===== config.mk =====
export PLATFORM = sky130hd
export DESIGN_NAME = fspd_cfg_regs
export DESIGN_NICKNAME = d
export VERILOG_FILES = /design/src/rtl/core/fspd_pkg.sv /design/src/rtl/core/fspd_cfg_regs.sv
export SDC_FILE = /design/constraint.sdc
export NUM_CORES = 1
export LEC_CHECK = 0
export BUFFER_PORTS_ARGS = -buffer_cell sky130_fd_sc_hd__buf_2
export CAP_MARGIN = 10
export CELL_PAD_IN_SITES_DETAIL_PLACEMENT = 0
export CELL_PAD_IN_SITES_GLOBAL_PLACEMENT = 1
export CORE_UTILIZATION = 41
export DETAILED_ROUTE_END_ITERATION = 6
export PLACE_DENSITY = 0.86
export RECOVER_POWER = 50
export SYNTH_ARGS = -nofsm -noshare
export SYNTH_HDL_FRONTEND = slang
export SYNTH_SLANG_ARGS = --single-unit

===== constraint.sdc =====
create_clock -name clk -period 1.9 [get_ports clk]
set_input_delay 0.19 -clock clk [delete_from_list [all_inputs] [get_ports clk]]
set_output_delay 0.19 -clock clk [all_outputs]
set_load 0.005 [all_outputs]

===== src/rtl/core/fspd_pkg.sv =====
// ----------------------------------------------------------------------------
// fspd_pkg
// Types, widths and fixed-point constants shared by the flow-scheduled
// pressure deadband controller.
// ----------------------------------------------------------------------------
package fspd_pkg;

  // Field widths
  localparam int CUR_W       = 15;  // loop current, microamps
  localparam int FLOW_W      = 16;  // converted flow
  localparam int PRESS_W     = 9;   // converted pressure, hundredths
  localparam int SETP_W      = 16;  // pressure setpoint
  localparam int CMD_W       = 2;   // valve command
  localparam int TOL_W       = 10;  // deadband half width
  localparam int ENTRY_W     = 40;  // packed table entry
  localparam int MAXF_W      = 24;  // maximum flow field of an entry
  localparam int REG_INDEX_W = 4;   // register index on the config channel

  // Table
  localparam int TABLE_ENTRIES_DEF = 7;
  localparam int TABLE_ENTRIES_MAX = 7;
  localparam logic [MAXF_W-1:0]  MAXF_NONE  = '1;
  localparam logic [SETP_W-1:0]  SETP_NONE  = '1;
  localparam logic [ENTRY_W-1:0] ENTRY_RST  = '1;
  localparam logic [TOL_W-1:0]   TOL_RST    = TOL_W'(10);

  // Register map
  localparam logic [REG_INDEX_W-1:0] REG_TOLERANCE  = REG_INDEX_W'(0);
  localparam int                     REG_ENTRY_BASE = 1;

  // Loop floor: 4 mA
  localparam logic [CUR_W-1:0] LOOP_MIN_UA = CUR_W'(4000);

  // Flow: q = (2469*uA - 9406000) / 100000, flow = min(q*100, 65535)
  localparam int NUM_W       = 27;
  localparam logic [NUM_W-1:0] FLOW_GAIN   = NUM_W'(2469);
  localparam logic [NUM_W-1:0] FLOW_OFFSET = NUM_W'(9406000);
  // floor(N/100000) = (N * ceil(2^44/100000)) >> 44, exact for N < 2^27
  localparam int FRECIP_W    = 28;
  localparam logic [FRECIP_W-1:0] FLOW_RECIP = FRECIP_W'(175921861);
  localparam int FLOW_SHIFT  = 44;
  localparam int QUOT_W      = 10;  // q stays at or below 714
  localparam int FSCALE_W    = FLOW_W + 1;
  localparam logic [FSCALE_W-1:0] FLOW_SCALE = FSCALE_W'(100);

  // Pressure: (uA - 4000) / 80 = ((uA - 4000) >> 4) / 5
  localparam int PDIV_W      = 11;
  localparam int PRECIP_W    = 11;
  // floor(y/5) = (y * ceil(2^13/5)) >> 13, exact for y < 2^11
  localparam logic [PRECIP_W-1:0] PRESS_RECIP = PRECIP_W'(1639);
  localparam int PRESS_SHIFT = 13;

  typedef enum logic [CMD_W-1:0] {
    CMD_HOLD  = 2'd0,
    CMD_RAISE = 2'd1,
    CMD_LOWER = 2'd2,
    CMD_NONE  = 2'd3
  } valve_cmd_t;

  // Channel payloads
  typedef struct packed {
    logic [CUR_W-1:0] flow_current;
    logic [CUR_W-1:0] pressure_current;
    logic             readings_ok;
  } sample_t;

  typedef struct packed {
    logic [FLOW_W-1:0]  flow_value;
    logic [PRESS_W-1:0] pressure_value;
    logic [SETP_W-1:0]  setpoint;
    logic [CMD_W-1:0]   valve_command;
  } result_t;

  typedef struct packed {
    logic [REG_INDEX_W-1:0] index;
    logic [ENTRY_W-1:0]     data;
  } cfg_write_t;

  // Pipeline stage contents
  typedef struct packed {
    logic [NUM_W-1:0]  num;
    logic [PDIV_W-1:0] pdiv;
    logic              ok;
  } stage_num_t;

  typedef struct packed {
    logic [QUOT_W-1:0]  quot;
    logic [PRESS_W-1:0] pressure;
    logic               ok;
  } stage_quot_t;

  typedef struct packed {
    logic [FLOW_W-1:0]  flow_value;
    logic [PRESS_W-1:0] pressure_value;
    logic               ok;
  } conv_t;

endpackage


===== src/rtl/core/fspd_cfg_regs.sv =====
// ----------------------------------------------------------------------------
// fspd_cfg_regs
// Deadband tolerance and schedule table registers.
// ----------------------------------------------------------------------------
module fspd_cfg_regs #(
  parameter int TableEntries = fspd_pkg::TABLE_ENTRIES_DEF
) (
  input  logic                                        clk,
  input  logic                                        rst,
  input  logic                                        wr_valid,
  output logic                                        wr_ready,
  input  fspd_pkg::cfg_write_t                        wr,
  output logic [fspd_pkg::TOL_W-1:0]                  tolerance,
  output logic [TableEntries-1:0][fspd_pkg::ENTRY_W-1:0] entry
);
  import fspd_pkg::*;

  logic wr_fire;

  assign wr_ready = 1'b1;
  assign wr_fire  = wr_valid;

  // Indexes beyond the table fall through and are dropped
  always_ff @(posedge clk) begin
    if (rst) begin
      tolerance <= TOL_RST;
      for (int i = 0; i < TableEntries; i++) begin
        entry[i] <= ENTRY_RST;
      end
    end else if (wr_fire) begin
      if (wr.index == REG_TOLERANCE) begin
        tolerance <= wr.data[TOL_W-1:0];
      end
      for (int i = 0; i < TableEntries; i++) begin
        if (wr.index == REG_INDEX_W'(REG_ENTRY_BASE + i)) begin
          entry[i] <= wr.data;
        end
      end
    end
  end

endmodule


Word level (Yosys, flattened, before mapping). Cells that the tools add are included.

Flip-flop bits (word level): 290. Input port bits: 47. Output and inout bits: 291. Word-level logic and storage cells: 24.

Eq/ne operators: 7. Reductions and logical operators: 9.

Operator list (count): equality test 4 x 3 -> 1 bit, second input constant (4); AND reduction 2 bit (8); equality test 4 x 2 -> 1 bit, second input constant (2); equality test 4 x 1 -> 1 bit, second input constant (1); zero test 4 bit (1).

Longest topological paths before layout.
Depth in word-level cells: 2. Depth in mapped cells: 5. Depth with buffers taken out: 3.

Least setup slack after synthesis. No wires, ideal clock.

Path type: input port to flip-flop. From: input port wr[41] (netlist bit). To: register entry[121] (netlist bit). Setup time: 136 ps. Arrival time: 1099 ps. Data required time: 1764 ps. Setup slack: 665 ps. Stages on the path: 5. Buffers on the path: 3. Path through: clkbuf_1 -> or3_1 -> buf_2 -> buf_6 -> mux2i_1.

Longest elaborated chain between the ends: 2.

Ends and longest elaborated chain: from (decl) (line fspd_cfg_regs.sv:12) `input fspd_pkg::cfg_write_t wr,`; equality test 4 x 3 -> 1 bit (line fspd_cfg_regs.sv:35) `if (wr.index == REG_INDEX_W'(REG_ENTRY_BASE + i)) begin`; AND reduction 2 bit (no line); to (signal, indexed assignment) (line fspd_cfg_regs.sv:36) `entry[i] <= wr.data;`; to (decl) (line fspd_cfg_regs.sv:14) `output logic [TableEntries-1:0][fspd_pkg::ENTRY_W-1:0] entry`.

Every way passes these cells. A chain may end at the register's enable or synchronous reset.

Worst setup path in the final report.
From: input port wr_valid. To: register entry[24] (netlist bit).

Longest elaborated chain between the ends: 1.

Ends and longest elaborated chain: from (decl) (line fspd_cfg_regs.sv:10) `input logic wr_valid,`; AND reduction 2 bit (no line).

Every way passes these cells.

==> impl_metrics.sql <==
INSERT INTO impl_metrics (metric_group, metric, value, unit) VALUES
('outcome', 'status', 'complete, no violations', ''),
('drt', 'detail_route.wl_per_cell', '17.1', 'um'),
('sta', 'final_critical_path_setup_slack', '0.489', 'ns'),
('cells_and_area', 'num-fill-cells', '2324', ''),
('sta', 'report.final.hold_viol_count', '0', ''),
('sta', 'setup_tns', '0', 'ns'),
('floorplan', 'num_io_pins', '338', ''),
('yosys', 'yosys.cell_types.count', '17', ''),
('setup_path', 'critical-path-slowest-cell', 'sky130_fd_sc_hd__nor3b_1', ''),
('setup_path', 'setup.worst_path.end_class', 'register', ''),
('cells_and_area', 'multi_input_logic_area', '4320', 'sq um'),
('clocking', 'clock_path_buffers', '3', ''),
('hold_path', 'holdPathEnd', 'entry[76]', ''),
('power', 'p_leak', '5.84', 'nW'),
('sta', 'worst_pin_slew', '1.21', 'ns'),
('drt', 'detail_route.drc_violations', '0', ''),
('cells_and_area', 'utilization', '54.8', '%'),
('floorplan', 'fp.coreArea', '25100', 'sq um'),
('place', 'post-place-cells', '1645', ''),
('place', 'placed_cell_area', '12700', 'sq um'),
('sta', 'grt_setup_unrepaired', 'false', ''),
('sta', 'layout_min_cycle_time', '1.41', 'ns'),
('setup_path', 'critical_path.reg2reg.startpoint', 'entry[165]', ''),
('setup_path', 'criticalPathCategory', 'in2reg', ''),
('drt', 'routed_via_density', '4.78', ''),
('global_route', 'grt_remaining_overflow', '0', ''),
('place', 'pre_cts_slack', '0.375', 'ns'),
('setup_path', 'worst_ep_arrival_time', '1.80', 'ns'),
('yosys', 'synth_seq_cells', '290', ''),
('power', 'ir_drop', '0.674', 'mV'),
('global_route', 'first_global_vias', '7937', ''),
('clocking', 'cts_root_buf', 'sky130_fd_sc_hd__clkbuf_16', ''),
('setup_path', 'r2r_slack', '1.21', 'ns'),
('flow_run', 'max_cap_violations', '0', ''),
('setup_path', 'r2r_end', 'entry[165]', ''),
('cells_and_area', 'final_design_area_no_fill', '13700', 'sq um'),
('floorplan', 'floorplan.initialDensity', '41.8', '%'),
('sta', 'relative_slew_slack', '19.0', '%'),
('yosys', 'synthesis.instances', '1002', ''),
('yosys', 'synth_edf_count', '0', ''),
('setup_path', 'critPathTopFamily', 'simple AND/OR/NAND/NOR gates', ''),
('clocking', 'tritoncts_clock_tree', 'built', ''),
('place', 'buffer_ports.inserted', '336', ''),
('yosys', 'syn_area', '10500', 'sq um'),
('setup_path', 'timing.critical_path.required', '2.29', 'ns'),
('sta', 'timing_max_transition_violations_final', '0', ''),
('cells_and_area', 'final-seq-area', '5810', 'sq um'),
('floorplan', 'vert_die_dim', '162', 'um'),
('clocking', 'cts_htree_levels', '1', ''),
('sta', 'setup_viol', '0', ''),
('floorplan', 'floorplan.die_area', '26200', 'sq um'),
('clocking', 'clk_latency', '0.53', 'ns'),
('clocking', 'clock_pin_slew_reported_for_the_worst_setup_and_hold_paths_after_clock_tree_synthesis', '0.06', 'ns'),
('sta', 'clock_skew', '0', 'ns'),
('global_route', 'grt_start_max_net_pins', '68', ''),
('yosys', 'postSynthNetCount', '1049', ''),
('clocking', 'tritoncts_buffer_count', '30', ''),
('setup_path', 'cp_startpoint_kind', 'input pin', ''),
('setup_path', 'path_buf_inv', '2', ''),
('drt', 'vias', '8186', ''),
('clocking', 'cts_num_sinks', '290', ''),
('global_route', 'grt_antenna_before_repair', '0', ''),
('place', 'dp_hpwl', '19.9', 'mm'),
('cells_and_area', 'post_layout_nonfiller_instances', '1712', ''),
('place', 'routabilityCongestion', '0.797', ''),
('floorplan', 'rows', '58', ''),
('floorplan', 'die_width', '162', 'um'),
('setup_path', 'path_depth', '5', ''),
('yosys', 'synth-seq-area-share', '55.4', '%'),
('cells_and_area', 'final_layout_size_suffix_gt1_share', '30.3', '%'),
('hold_path', 'number_of_stages_on_the_worst_hold_path', '3', '');
-- worst min-delay path: cells and delay by family --
family	cells	cell delay, ns
buf+inv	1	0.07
mux	1	0.14
simple gates	1	0.12
-- worst max path at each step --
stage	startpoint	end
after floorplan	wr[41]	entry[121]
after detailed placement	wr[43]	entry[124]
final	wr_valid	entry[24]
after global placement	wr[43]	entry[122]
after global routing	wr_valid	entry[73]
after CTS	entry[151]	entry[151]
-- metal layers --
layer	share of wire [%]	vias to the layer above	track usage, %
met3	6.7	35	5.39
met4	1.6	0	4.97
li1	-	3994	-
met5	0	-	0
met1	44	3897	27.4
met2	48	260	37.3
-- state kept, by name, indices dropped and copies added (netlist names) --
register and count:
entry 280, tolerance 10
-- area by class of cell --
cell class                      instances  area share [%]
Multi-Input combinational cell        640            31.4
Tap cell                              330            3.00
Clock inverter                          6           0.783
Timing Repair Buffer                  398            15.9
Clock buffer                           48            6.62
Sequential cell                       290            42.2
-- layout by cell type, fill, tap and decap left out, drive strengths merged, types with 2 or more instances in the layout --
cell         netlist  final
buf               39    366
nor2             323    323
mux2i            290    290
dfxtp            290    290
clkbuf            33     67
nand2b            16     16
dlygate4sd3        0     13
nor3b              4      4
bufinv             0      3
nand3b             3      3
clkinv             0      2
-- repair_timing --
action                     CTS  global route
buffers inserted             0             0
hold endpoints to repair    22             0
hold buffers                13             0
setup endpoints to repair    0             0
resized for setup            0             0
-- kinds of logic (layout without fill, tap and decap cells) --
group	Yosys count	count (layout)	synth area share (%)
mux	290	290	27.7
buf+inv	72	452	3.50
flops	290	290	55.4
other cells	1	1	0.0358
simple gates	349	349	13.4
-- cell usage after synthesis (2+ instances only) --
| library cell | instances | area (sq um) |
|---|---|---|
| sky130_fd_sc_hd__buf_4 | 10 | 75.1 |
| sky130_fd_sc_hd__nand2b_1 | 16 | 100 |
| sky130_fd_sc_hd__nor3b_2 | 3 | 37.5 |
| sky130_fd_sc_hd__buf_1 | 2 | 7.51 |
| sky130_fd_sc_hd__dfxtp_1 | 290 | 5810 |
| sky130_fd_sc_hd__nor2_1 | 323 | 1210 |
| sky130_fd_sc_hd__nand3b_1 | 2 | 15.0 |
| sky130_fd_sc_hd__clkbuf_1 | 33 | 124 |
| sky130_fd_sc_hd__mux2i_1 | 290 | 2900 |
| sky130_fd_sc_hd__buf_6 | 4 | 45.0 |
| sky130_fd_sc_hd__buf_2 | 23 | 115 |
-- power by group --
group	leakage (nW)	internal [mW]	total, mW	switching (mW)
Combinational	2.99	0.269	0.668	0.399
Sequential	2.35	6.16	6.20	0.0406
Clock	0.495	3.66	5.99	2.33
Power figures use the tool's default switching activity.
