$ cat src/rtl/core/fspd_pkg.sv
// ----------------------------------------------------------------------------
// fspd_pkg
// Types, widths and fixed-point constants shared by the flow-scheduled
// pressure deadband controller.
// ----------------------------------------------------------------------------
package fspd_pkg;

  // Field widths
  localparam int CUR_W       = 15;  // loop current, microamps
  localparam int FLOW_W      = 16;  // converted flow
  localparam int PRESS_W     = 9;   // converted pressure, hundredths
  localparam int SETP_W      = 16;  // pressure setpoint
  localparam int CMD_W       = 2;   // valve command
  localparam int TOL_W       = 10;  // deadband half width
  localparam int ENTRY_W     = 40;  // packed table entry
  localparam int MAXF_W      = 24;  // maximum flow field of an entry
  localparam int REG_INDEX_W = 4;   // register index on the config channel

  // Table
  localparam int TABLE_ENTRIES_DEF = 7;
  localparam int TABLE_ENTRIES_MAX = 7;
  localparam logic [MAXF_W-1:0]  MAXF_NONE  = '1;
  localparam logic [SETP_W-1:0]  SETP_NONE  = '1;
  localparam logic [ENTRY_W-1:0] ENTRY_RST  = '1;
  localparam logic [TOL_W-1:0]   TOL_RST    = TOL_W'(10);

  // Register map
  localparam logic [REG_INDEX_W-1:0] REG_TOLERANCE  = REG_INDEX_W'(0);
  localparam int                     REG_ENTRY_BASE = 1;

  // Loop floor: 4 mA
  localparam logic [CUR_W-1:0] LOOP_MIN_UA = CUR_W'(4000);

  // Flow: q = (2469*uA - 9406000) / 100000, flow = min(q*100, 65535)
  localparam int NUM_W       = 27;
  localparam logic [NUM_W-1:0] FLOW_GAIN   = NUM_W'(2469);
  localparam logic [NUM_W-1:0] FLOW_OFFSET = NUM_W'(9406000);
  // floor(N/100000) = (N * ceil(2^44/100000)) >> 44, exact for N < 2^27
  localparam int FRECIP_W    = 28;
  localparam logic [FRECIP_W-1:0] FLOW_RECIP = FRECIP_W'(175921861);
  localparam int FLOW_SHIFT  = 44;
  localparam int QUOT_W      = 10;  // q stays at or below 714
  localparam int FSCALE_W    = FLOW_W + 1;
  localparam logic [FSCALE_W-1:0] FLOW_SCALE = FSCALE_W'(100);

  // Pressure: (uA - 4000) / 80 = ((uA - 4000) >> 4) / 5
  localparam int PDIV_W      = 11;
  localparam int PRECIP_W    = 11;
  // floor(y/5) = (y * ceil(2^13/5)) >> 13, exact for y < 2^11
  localparam logic [PRECIP_W-1:0] PRESS_RECIP = PRECIP_W'(1639);
  localparam int PRESS_SHIFT = 13;

  typedef enum logic [CMD_W-1:0] {
    CMD_HOLD  = 2'd0,
    CMD_RAISE = 2'd1,
    CMD_LOWER = 2'd2,
    CMD_NONE  = 2'd3
  } valve_cmd_t;

  // Channel payloads
  typedef struct packed {
    logic [CUR_W-1:0] flow_current;
    logic [CUR_W-1:0] pressure_current;
    logic             readings_ok;
  } sample_t;

  typedef struct packed {
    logic [FLOW_W-1:0]  flow_value;
    logic [PRESS_W-1:0] pressure_value;
    logic [SETP_W-1:0]  setpoint;
    logic [CMD_W-1:0]   valve_command;
  } result_t;

  typedef struct packed {
    logic [REG_INDEX_W-1:0] index;
    logic [ENTRY_W-1:0]     data;
  } cfg_write_t;

  // Pipeline stage contents
  typedef struct packed {
    logic [NUM_W-1:0]  num;
    logic [PDIV_W-1:0] pdiv;
    logic              ok;
  } stage_num_t;

  typedef struct packed {
    logic [QUOT_W-1:0]  quot;
    logic [PRESS_W-1:0] pressure;
    logic               ok;
  } stage_quot_t;

  typedef struct packed {
    logic [FLOW_W-1:0]  flow_value;
    logic [PRESS_W-1:0] pressure_value;
    logic               ok;
  } conv_t;

endpackage

$ cat src/rtl/core/fspd_schedule.sv
// ----------------------------------------------------------------------------
// fspd_schedule
// Table lookup of the pressure setpoint and deadband decision; holds the
// result register.
// ----------------------------------------------------------------------------
module fspd_schedule #(
  parameter int TableEntries = fspd_pkg::TABLE_ENTRIES_DEF
) (
  input  logic                                           clk,
  input  logic                                           rst,
  input  logic                                           in_valid,
  output logic                                           in_ready,
  input  fspd_pkg::conv_t                                in_item,
  input  logic [fspd_pkg::TOL_W-1:0]                     tolerance,
  input  logic [TableEntries-1:0][fspd_pkg::ENTRY_W-1:0] entry,
  output logic                                           out_valid,
  input  logic                                           out_ready,
  output fspd_pkg::result_t                              out_item
);
  import fspd_pkg::*;

  logic               found;
  logic [SETP_W-1:0]  setp;
  logic [MAXF_W-1:0]  maxf;
  logic [SETP_W-1:0]  pv;
  logic [SETP_W:0]    setp_hi;
  logic [SETP_W:0]    press_hi;
  result_t            res_next;
  logic               ov;

  // Lowest matching index wins: scan downward so it is assigned last
  always_comb begin
    found = 1'b0;
    setp  = '0;
    maxf  = '0;
    pv    = '0;
    for (int i = TableEntries - 1; i >= 0; i--) begin
      maxf = entry[i][ENTRY_W-1 -: MAXF_W];
      pv   = entry[i][SETP_W-1:0];
      if (maxf != MAXF_NONE && pv != SETP_NONE &&
          MAXF_W'(in_item.flow_value) <= maxf) begin
        found = 1'b1;
        setp  = pv;
      end
    end
  end

  // setp - tol > p  <=>  setp > p + tol;  setp + tol < p
  always_comb begin
    setp_hi  = (SETP_W+1)'(setp) + (SETP_W+1)'(tolerance);
    press_hi = (SETP_W+1)'(in_item.pressure_value) + (SETP_W+1)'(tolerance);
    res_next.flow_value     = in_item.flow_value;
    res_next.pressure_value = in_item.pressure_value;
    res_next.setpoint       = '0;
    res_next.valve_command  = CMD_NONE;
    if (in_item.ok && found) begin
      res_next.setpoint = setp;
      if ((SETP_W+1)'(setp) > press_hi) begin
        res_next.valve_command = CMD_RAISE;
      end else if (setp_hi < (SETP_W+1)'(in_item.pressure_value)) begin
        res_next.valve_command = CMD_LOWER;
      end else begin
        res_next.valve_command = CMD_HOLD;
      end
    end
  end

  assign in_ready = !ov || out_ready;

  always_ff @(posedge clk) begin
    if (rst) begin
      ov <= 1'b0;
    end else if (in_ready) begin
      ov <= in_valid;
    end
  end

  always_ff @(posedge clk) begin
    if (in_ready) out_item <= res_next;
  end

  assign out_valid = ov;

endmodule

$ cat config.mk
export PLATFORM = sky130hd
export DESIGN_NAME = fspd_schedule
export DESIGN_NICKNAME = d
export VERILOG_FILES = /design/src/rtl/core/fspd_pkg.sv /design/src/rtl/core/fspd_schedule.sv
export SDC_FILE = /design/constraint.sdc
export NUM_CORES = 1
export LEC_CHECK = 0
export BUFFER_PORTS_ARGS = -buffer_cell sky130_fd_sc_hd__buf_4
export CORE_AREA = 2 2 144 146
export DETAILED_ROUTE_END_ITERATION = 8
export DIE_AREA = 0 0 146 148
export GPL_TIMING_DRIVEN = 0
export PLACE_DENSITY = 0.67
export SLEW_MARGIN = 20
export SYNTH_ARGS = -nofsm -noshare
export SYNTH_HDL_FRONTEND = slang
export SYNTH_SLANG_ARGS = --single-unit
$ cat constraint.sdc
create_clock -name clk -period 9.2 [get_ports clk]
set_input_delay 1.84 -clock clk [delete_from_list [all_inputs] [get_ports clk]]
set_output_delay 1.84 -clock clk [all_outputs]
set_load 0.02 [all_outputs]
* Yosys cells after proc, flatten, opt, wreduce, memory -nomap -nowiden
Index checks and enable logic that the tools add are counted.
** Storage, ports and cells
- Register bits :: 44
- Latch bits :: 0
- Memory bits (writable) :: 0
- Memory bits (read-only) :: 0
- Input port bits :: 320
- Output and inout port bits :: 45
- Logic and storage cells :: 66
- Memories :: 0
** Cells by class
- Add/sub/neg operators :: 2
- Multiply operators :: 0
- Divide/modulo/power cells :: 0
- Magnitude comparators :: 9
- Equal/unequal tests :: 14
- Shift-type cells :: 0
- Mux-type cells :: 16
- Bitwise operators :: 1
- Reductions and logical operators :: 18
** Operator list (number)
- 16-bit by 24-bit <= comparator with 1-bit output :: 7
- 24-bit inequality test, second input constant :: 7
- 16-bit 2-to-1 mux :: 7
- 16-bit inequality test, second input constant :: 7
- 16-bit by 10-bit adder with 17-bit output :: 1
- 17-bit by 9-bit < comparator with 1-bit output :: 1
- 16-bit by 11-bit greater-than comparator with 1-bit output :: 1
- 1-bit logical AND :: 15
- 9-bit by 10-bit adder with 11-bit output :: 1
- 1-bit 2-to-1 mux :: 7
- 2-bit 2-to-1 mux :: 2
- 2-bit OR reduction :: 1
- 1-bit logical NOT :: 1
- 1-bit logical OR :: 1
- 1-bit inverter :: 1

* Depth between registers and ports, before layout
Gate-level depths: netlist of run 1.
- Word-level depth :: 14
- Mapped depth :: 29
- Gate-level depth less buffers :: 27

* Worst setup path after synthesis of run 1
Ideal clock, no wire load.
- Path type :: input-to-reg
- Start :: in entry[185] in the netlist's numbering
- End :: reg out_item[1] in the netlist's numbering, data pin
- Library setup time :: 0.165 ns
- Data arrival time :: 6.662 ns
- Data required time :: 9.035 ns
- Path slack :: 2.373 ns
- Cell stages on the path :: 27
- Buffers on the path :: 1
- Cell sequence :: inv_1 -> ha_1 -> a21o_1 -> a221o_1 -> a221oi_2 -> nor2b_4 -> nor3_4 -> buf_4 -> a311oi_1 -> o311ai_1 -> o21ai_0 -> o21ai_1 -> ha_1 -> a21o_1 -> a21oi_1 -> nor2b_1 -> o21a_1 -> nor2_1 -> xnor2_1 -> ha_1 -> a21oi_1 -> o21ai_0 -> a21o_1 -> a21o_1 -> a2111oi_0 -> o211ai_1 -> o31ai_2
** On the way
- Longest elaborated chain between the ends :: 12
- Elaborated cells on any way between the ends :: 20
- Classes of those cells :: add/sub (1); order compare (3); eq/ne (1); mux (12); reduce/logical (3)
** RTL lines
- from (decl) :: line fspd_schedule.sv:15 : input logic [TableEntries-1:0][fspd_pkg::ENTRY_W-1:0] entry,
- branches (longest 2 deep; another with 16-bit by 24-bit <= comparator with 1-bit output)
- 1-bit logical AND * :: line fspd_schedule.sv:40 : if (maxf != MAXF_NONE && pv != SETP_NONE &&
- 16-bit 2-to-1 mux * (5 in a row) :: line fspd_schedule.sv:40
- net setp[1] :: line fspd_schedule.sv:23 : logic [SETP_W-1:0] setp;
- 16-bit by 10-bit adder with 17-bit output :: line fspd_schedule.sv:50 : setp_hi = (SETP_W+1)'(setp) + (SETP_W+1)'(tolerance);
- 17-bit by 9-bit < comparator with 1-bit output :: line fspd_schedule.sv:60 : end else if (setp_hi < (SETP_W+1)'(in_item.pressure_value)) begin
- 2-bit 2-to-1 mux :: line fspd_schedule.sv:60
- 2-bit 2-to-1 mux * :: line fspd_schedule.sv:58 : if ((SETP_W+1)'(setp) > press_hi) begin
- to (signal assigned) :: line fspd_schedule.sv:79 : if (in_ready) out_item <= res_next;
- to (decl) :: line fspd_schedule.sv:18 : output fspd_pkg::result_t out_item
Mark *: on every way through the listed nets, which the timed path passes.
A chain may end at the register's enable or synchronous reset.

* Worst setup path after layout of run 1
- Start :: in in_item[10] in the netlist's numbering
- End :: reg out_item[1] in the netlist's numbering, data pin
** On the way
- Longest elaborated chain between the ends :: 13
- Elaborated cells on any way between the ends :: 34
- Classes of those cells :: add/sub (1); order compare (9); mux (16); reduce/logical (8)
** RTL lines
- from (decl) :: line fspd_schedule.sv:13 : input fspd_pkg::conv_t in_item,
- 16-bit by 24-bit <= comparator with 1-bit output :: line fspd_schedule.sv:41 : MAXF_W'(in_item.flow_value) <= maxf) begin
- 1-bit logical AND :: line fspd_schedule.sv:40
- 16-bit 2-to-1 mux (6 in a row) :: line fspd_schedule.sv:40
- 16-bit 2-to-1 mux * :: line fspd_schedule.sv:40
- net setp[1] :: line fspd_schedule.sv:23
- 16-bit by 10-bit adder with 17-bit output :: line fspd_schedule.sv:50
- 17-bit by 9-bit < comparator with 1-bit output :: line fspd_schedule.sv:60
- 2-bit 2-to-1 mux :: line fspd_schedule.sv:60
- 2-bit 2-to-1 mux * :: line fspd_schedule.sv:58
Mark *: on every way through the listed nets, which the timed path passes. The rest lies on a longest branch.

==> results of run 1 <==
-- layout make-up --
type,count,area [um2]
flip-flops and latches,44,1310
repair buffers,365,2750
well taps,270,338
fillers,1976,9350
multi-input cells,715,5540
inverters,128,480
plain buffers,17,87.6
clock buffers,6,139
diodes,1,2.50
clock inverters,2,38.8
-- critical path, delay by kind of cell --
family | cells | cell delay [ns]
AND/OR/NAND/NOR | 4 | 0.45
buffers and inverters | 4 | 1.07
XOR/XNOR | 1 | 0.14
AO/OA/AOI/OAI | 17 | 3.82
adder cells (fa/ha/maj) | 3 | 0.84
-- kinds of logic after synthesis --
kind of cell             count (synthesis)
AO/OA/AOI/OAI                          228
XOR/XNOR                                15
adder cells (fa/ha/maj)                155
buffers and inverters                  145
flip-flops                              44
AND/OR/NAND/NOR                        317
-- metal layers --
| layer | global-route usage [%] | share of wire, % | vias to the layer above |
|---|---|---|---|
| li1 | - | - | 4206 |
| met2 | 46.7 | 47 | 329 |
| met3 | 4.63 | 6.6 | 59 |
| met1 | 34.5 | 43 | 3952 |
| met5 | 0 | 0 | - |
| met4 | 9.90 | 3.6 | 0 |
-- through the flow --
stage / setup slack [ns] / total power, mW / util, %
detailed placement: 0.924 / 0.655 / 52.4
floorplan: 2.37 / 0.442 / -
finish: 1.16 / 0.867 / 53.3
global placement: 0.964 / 0.646 / 52.3
CTS: 1.22 / 0.871 / 53.3
global route: 0.781 / 0.922 / 53.3
-- power breakdown --
group	internal (mW)	switching [mW]	total, mW
combinational	0.207	0.206	0.413
clock	0.136	0.0788	0.215
sequential	0.236	0.00404	0.240
-- worst max-delay path by stage --
stage                      startpoint           to  depth (start not counted)
after floorplan            entry[185]  out_item[1]                         27
after global placement    in_item[10]  out_item[1]                         29
after detailed placement  in_item[10]  out_item[1]                         29
after CTS                 in_item[10]  out_item[1]                         29
after global routing      in_item[10]  out_item[1]                         29
final                     in_item[10]  out_item[1]                         29
-- state kept, by name, indices dropped and copies added, names as in the netlist --
| name | cells |
|---|---|
| out_item | 43 |
| out_valid | 1 |
-- layout by cell type (no fill, tap or decap), types with 4 or more instances in the layout --
cell type    n
buf_4      365
ha_1       153
inv_1      127
nand4_1     92
a21oi_1     67
nand2_1     47
nor2_1      47
edfxtp_1    43
nor4_1      25
nand3_1     21
o21ai_0     19
a21o_1      18
and2_1      13
nor3_1      12
o311ai_1    12
a311oi_1    12
o21ai_1     12
nor2b_1     11
nor3b_1     11
o211ai_1    10
a22oi_1      9
xnor2_1      8
clkbuf_1     8
xor2_1       7
o21a_1       6
nand2b_1     6
and4_1       5
a21boi_0     5
and3_1       5
clkbuf_16    5
o31a_1       4
a211oi_1     4
buf_2        4
==> qor.txt, run 1 <==
Vias in the first global route - 8632
Sink Count - 44
Clock Tree Root - clkbuf_16
Die area - 0.0216 mm2
Number of distinct library cells after synthesis - 86
# setup viols final - 0
Req. time, crit path - 9.33 ns
DR vias/cell - 5.52
First-pass GRT wire length - 46.1 mm
Layout cells sized above 1 - 32.0%
Max incr delay on CP - 0.47 ns
Register-to-Register Path Depth - 2
Via count - 8546
DR WL/cell - 19.6 um
RSZ-0062 raised after global routing - false
Non-Filler Instances - 1548
Synth area leaders - ha_1 26%, edfxtp_1 17%, nand4_1 7.8%, inv_1 6.4%, a21oi_1 4.5%
Fraction of registers with async set or reset after synthesis - 0%
HP Start - out_valid
Clk buf depth - 2
Port buffer count - 364
PwrDens - 81.1 mW/mm2
Hold-fix buffers, CTS - 0
DP HPWL - 26.7 mm
Main flop type after synthesis - edfxtp_1
Post-synthesis xor/xnor area fraction - 1.77%
DP Area - 0.0105 mm2
Largest net degree at the start of global routing - 31
Worst min-delay path class - flop to flop
Post-synth top cells - 153 x ha_1, 127 x inv_1, 92 x nand4_1, 67 x a21oi_1
Worst setup EP type - flop
CTS Buf Count - 5
GP Congestion - 0.978
Max Clk Rate - 0.124 GHz
CP arrival - 8.17 ns
Top-level I/O count - 365
Post-Synth Simple-Gate Area - 24.4%
Flop-to-flop setup slack - 7.98 ns
Mapped Area - 0.00742 mm2
Clock Skew - 0.00377 ns
Setup bufs post-CTS - 0
All-Layer GR Usage - 27.2%
Post-synthesis mux area share - 0%
Synthesis Warnings - 0
Sequential-to-total area share from yosys stat - 17.7%
Rel. slew slack - 54.5%
PostCTS Resize Cnt - 0
Worst Tran Pin Value - 0.673 ns
Worst r2r dst - out_item[36]
Hold slack - 0.806 ns
Reg clk slew, reported paths - 0.07 ns
Status - complete, no violations
Starting DRT DRC Count - 429
Max FO, Critical Path - 10
Complex-gate fraction of the synthesized area - 22.2%
Seq cells post-synth - 44
Post-Syn Nets - 1379
Core Region - 0.0200 mm2
Area delta synth->final - 44.1%
Post-synth top area cell - ha_1
CTS tree - yes
Crit start category - input pin
Final period util - 87.3%
Post-synthesis instance total - 904
Max H-tree Level - 2
Post-synth EDFFs - 43
Die Wd - 146 um
Top cell type's share of synthesized area - 25.8%
FF-to-FF Start - out_valid
Worst hold stages - 2
Detail Route Antenna Nets - 0
Design area - 0.0107 mm2
Largest family of logic cells by synthesized area - adder cells
Most frequent cell after synthesis - ha_1
Syn avg cell area - 8.20 um2
Slew Limit Fails - 0
Crit Path Category - input pin to flop
Residual DRC count - 0
Initial Util - 37.0%
Hold Path End - out_valid
Leak - 5.31 nW
Die Ht - 148 um
Global route overflow - 0
Peak VDD IR - 0.0630 mV
Number of antenna violations at the first check in global routing - 1
Final hold viol count - 0
Max-cap viol count - 0
Placed insts - 1539
Detailed Route WL - 30.4 mm
Post-Synth Adder-Cell Area - 26.3%
FP Rows - 52
Worst path slowest cell - o21ai_1
Worst-Skew Late Latency - 0.29 ns
First-pass DRT Iterations - 5
Layout Nets - 1751
Setup TNS - 0 ns
Min cycle time layout - 8.04 ns
No activity file was read; power rests on OpenSTA's default activity.
==> inputs of run 2 (changes only) <==
- RECOVER_POWER: default -> 50
==> qor.txt, run 2 (same netlist as run 1, synthesis figures left out) <==
Die Ht - 148 um (unchanged)
Sink Count - 44 (unchanged)
FF-to-FF Start - out_valid (unchanged)
Req. time, crit path - 9.33 ns (about the same)
Die Wd - 146 um (unchanged)
Clock Tree Root - clkbuf_16 (unchanged)
Port buffer count - 364 (unchanged)
Peak VDD IR - 0.0629 mV (was 0.0630 mV)
Residual DRC count - 0 (unchanged)
Detail Route Antenna Nets - 0 (unchanged)
PwrDens - 81.4 mW/mm2 (was 81.1 mW/mm2)
Clock Skew - 0.00312 ns (was 0.00377 ns)
Area delta synth->final - 42.7% (was 44.1%)
Top-level I/O count - 365 (unchanged)
Setup TNS - 0 ns (unchanged)
Most common cell after layout, fill and taps aside - buf_4 (unchanged)
Global route overflow - 0 (unchanged)
Design area - 0.0106 mm2 (was 0.0107 mm2)
Layout Nets - 1751 (unchanged)
CP arrival - 8.48 ns (was 8.17 ns)
Clk buf depth - 2 (unchanged)
Max-cap viol count - 1 (was 0)
Vias in the first global route - 8632 (unchanged)
Worst-Skew Late Latency - 0.29 ns (about the same)
DR WL/cell - 19.6 um (about the same)
Max reg flops - 43 (unchanged)
Setup bufs post-CTS - 0 (unchanged)
Worst setup EP type - flop (unchanged)
Starting DRT DRC Count - 474 (was 429)
Failing checks - capacitance limit, slew limit
Status - finished with violations (was complete, no violations)
GP Congestion - 0.978 (unchanged)
Worst Tran Pin Value - 1.66 ns (was 0.673 ns)
Detailed Route WL - 30.4 mm (about the same)
Max FO, Critical Path - 10 (unchanged)
Min cycle time layout - 8.35 ns (was 8.04 ns)
DP Area - 0.0105 mm2 (unchanged)
Core Region - 0.0200 mm2 (unchanged)
FP Rows - 52 (unchanged)
# setup viols final - 0 (unchanged)
Leak - 5.21 nW (was 5.31 nW)
RSZ-0062 raised after global routing - false (unchanged)
Worst min-delay path class - flop to flop (unchanged)
Crit Path Category - input pin to flop (unchanged)
Final hold viol count - 0 (unchanged)
First-pass GRT wire length - 46.1 mm (unchanged)
Slew Limit Fails - 31 (was 0)
Layout cells sized above 1 - 30.0% (was 32.0%)
Hold-fix buffers, CTS - 0 (unchanged)
Top reg by flops - out_item (unchanged)
All-Layer GR Usage - 27.2% (unchanged)
HP Start - out_valid (unchanged)
Crit start category - input pin (unchanged)
First-pass DRT Iterations - 5 (unchanged)
CTS tree - yes (unchanged)
Setup crit start - in_item[11] (was in_item[10])
Rel. slew slack - -11.0% (was 54.5%)
Die area - 0.0216 mm2 (unchanged)
Largest net degree at the start of global routing - 31 (unchanged)
Max Clk Rate - 0.120 GHz (was 0.124 GHz)
Via count - 8605 (was 8546)
Hold slack - 1.03 ns (was 0.806 ns)
Max H-tree Level - 2 (unchanged)
Final period util - 90.7% (was 87.3%)
Number of antenna violations at the first check in global routing - 1 (unchanged)
DP HPWL - 26.7 mm (unchanged)
Overall power - 861 uW (was 867 uW)
Initial Util - 37.0% (unchanged)
CTS Buf Count - 5 (unchanged)
DR vias/cell - 5.56 (was 5.52)
PostCTS Resize Cnt - 0 (unchanged)
Leading cell types in the layout, fill and taps excluded - 339 x buf_4, 153 x ha_1, 127 x inv_1 (was 365 x buf_4, 153 x ha_1, 127 x inv_1)
Reg clk slew, reported paths - 0.07 ns (about the same)
## run 2: critical path: stages
cell       delay (ns)
clkbuf_1         0.62
ha_1             0.37
nor2b_1          0.13
o211ai_1         0.16
a21oi_1          0.09
o2111ai_1        0.38
and3b_1          0.21
clkbuf_1         0.26
buf_2            0.28
a311oi_1         0.17
o311ai_1         0.29
o21ai_0          0.18
o21ai_1          0.47
ha_1             0.33
a21o_1           0.15
a21oi_1          0.21
nor2b_1          0.08
o21a_1           0.20
nor2_1           0.12
xnor2_1          0.14
ha_1             0.27
a21oi_1          0.14
o21ai_0          0.15
a21o_1           0.20
a21o_1           0.17
a2111oi_0        0.40
o211ai_1         0.24
o31ai_2          0.21
## run 2: stage by stage
step	util, %	std cells	setup WS [ns]
after floorplan	-	904	2.37
after detailed placement	52.4	1539	0.924
final	52.8	1548	0.855
after global placement	52.3	1538	0.964
after CTS	53.3	1547	1.22
after global routing	52.8	1548	0.480
## run 2: final timing paths
path	end	slack [ns]	cells past startpoint
setup / recovery	out_item[1]	0.85	28
hold / removal	out_valid	1.03	2
setup reg to reg	out_item[36]	6.67	2
hold reg to reg	out_valid	1.03	2
## run 2: metal layers
metal,GRT usage [%],vias to the layer above,routed length [um]
met4,9.90,0,1140
met5,0,-,0
met3,4.63,65,2060
met1,34.5,3977,13000
li1,-,4212,-
met2,46.7,351,14200
## run 2: final cells by class
cell class | instances | area (um2)
well taps | 270 | 338
repair buffers | 365 | 2650
plain buffers | 17 | 87.6
clock buffers | 6 | 139
clock inverters | 2 | 38.8
diodes | 1 | 2.50
inverters | 128 | 480
multi-input cells | 715 | 5540
flip-flops and latches | 44 | 1310
fillers | 2005 | 9460
## run 2: power breakdown
group / switching (mW) / internal (mW)
sequential: 0.00400 / 0.236
clock: 0.0779 / 0.136
combinational: 0.206 / 0.202
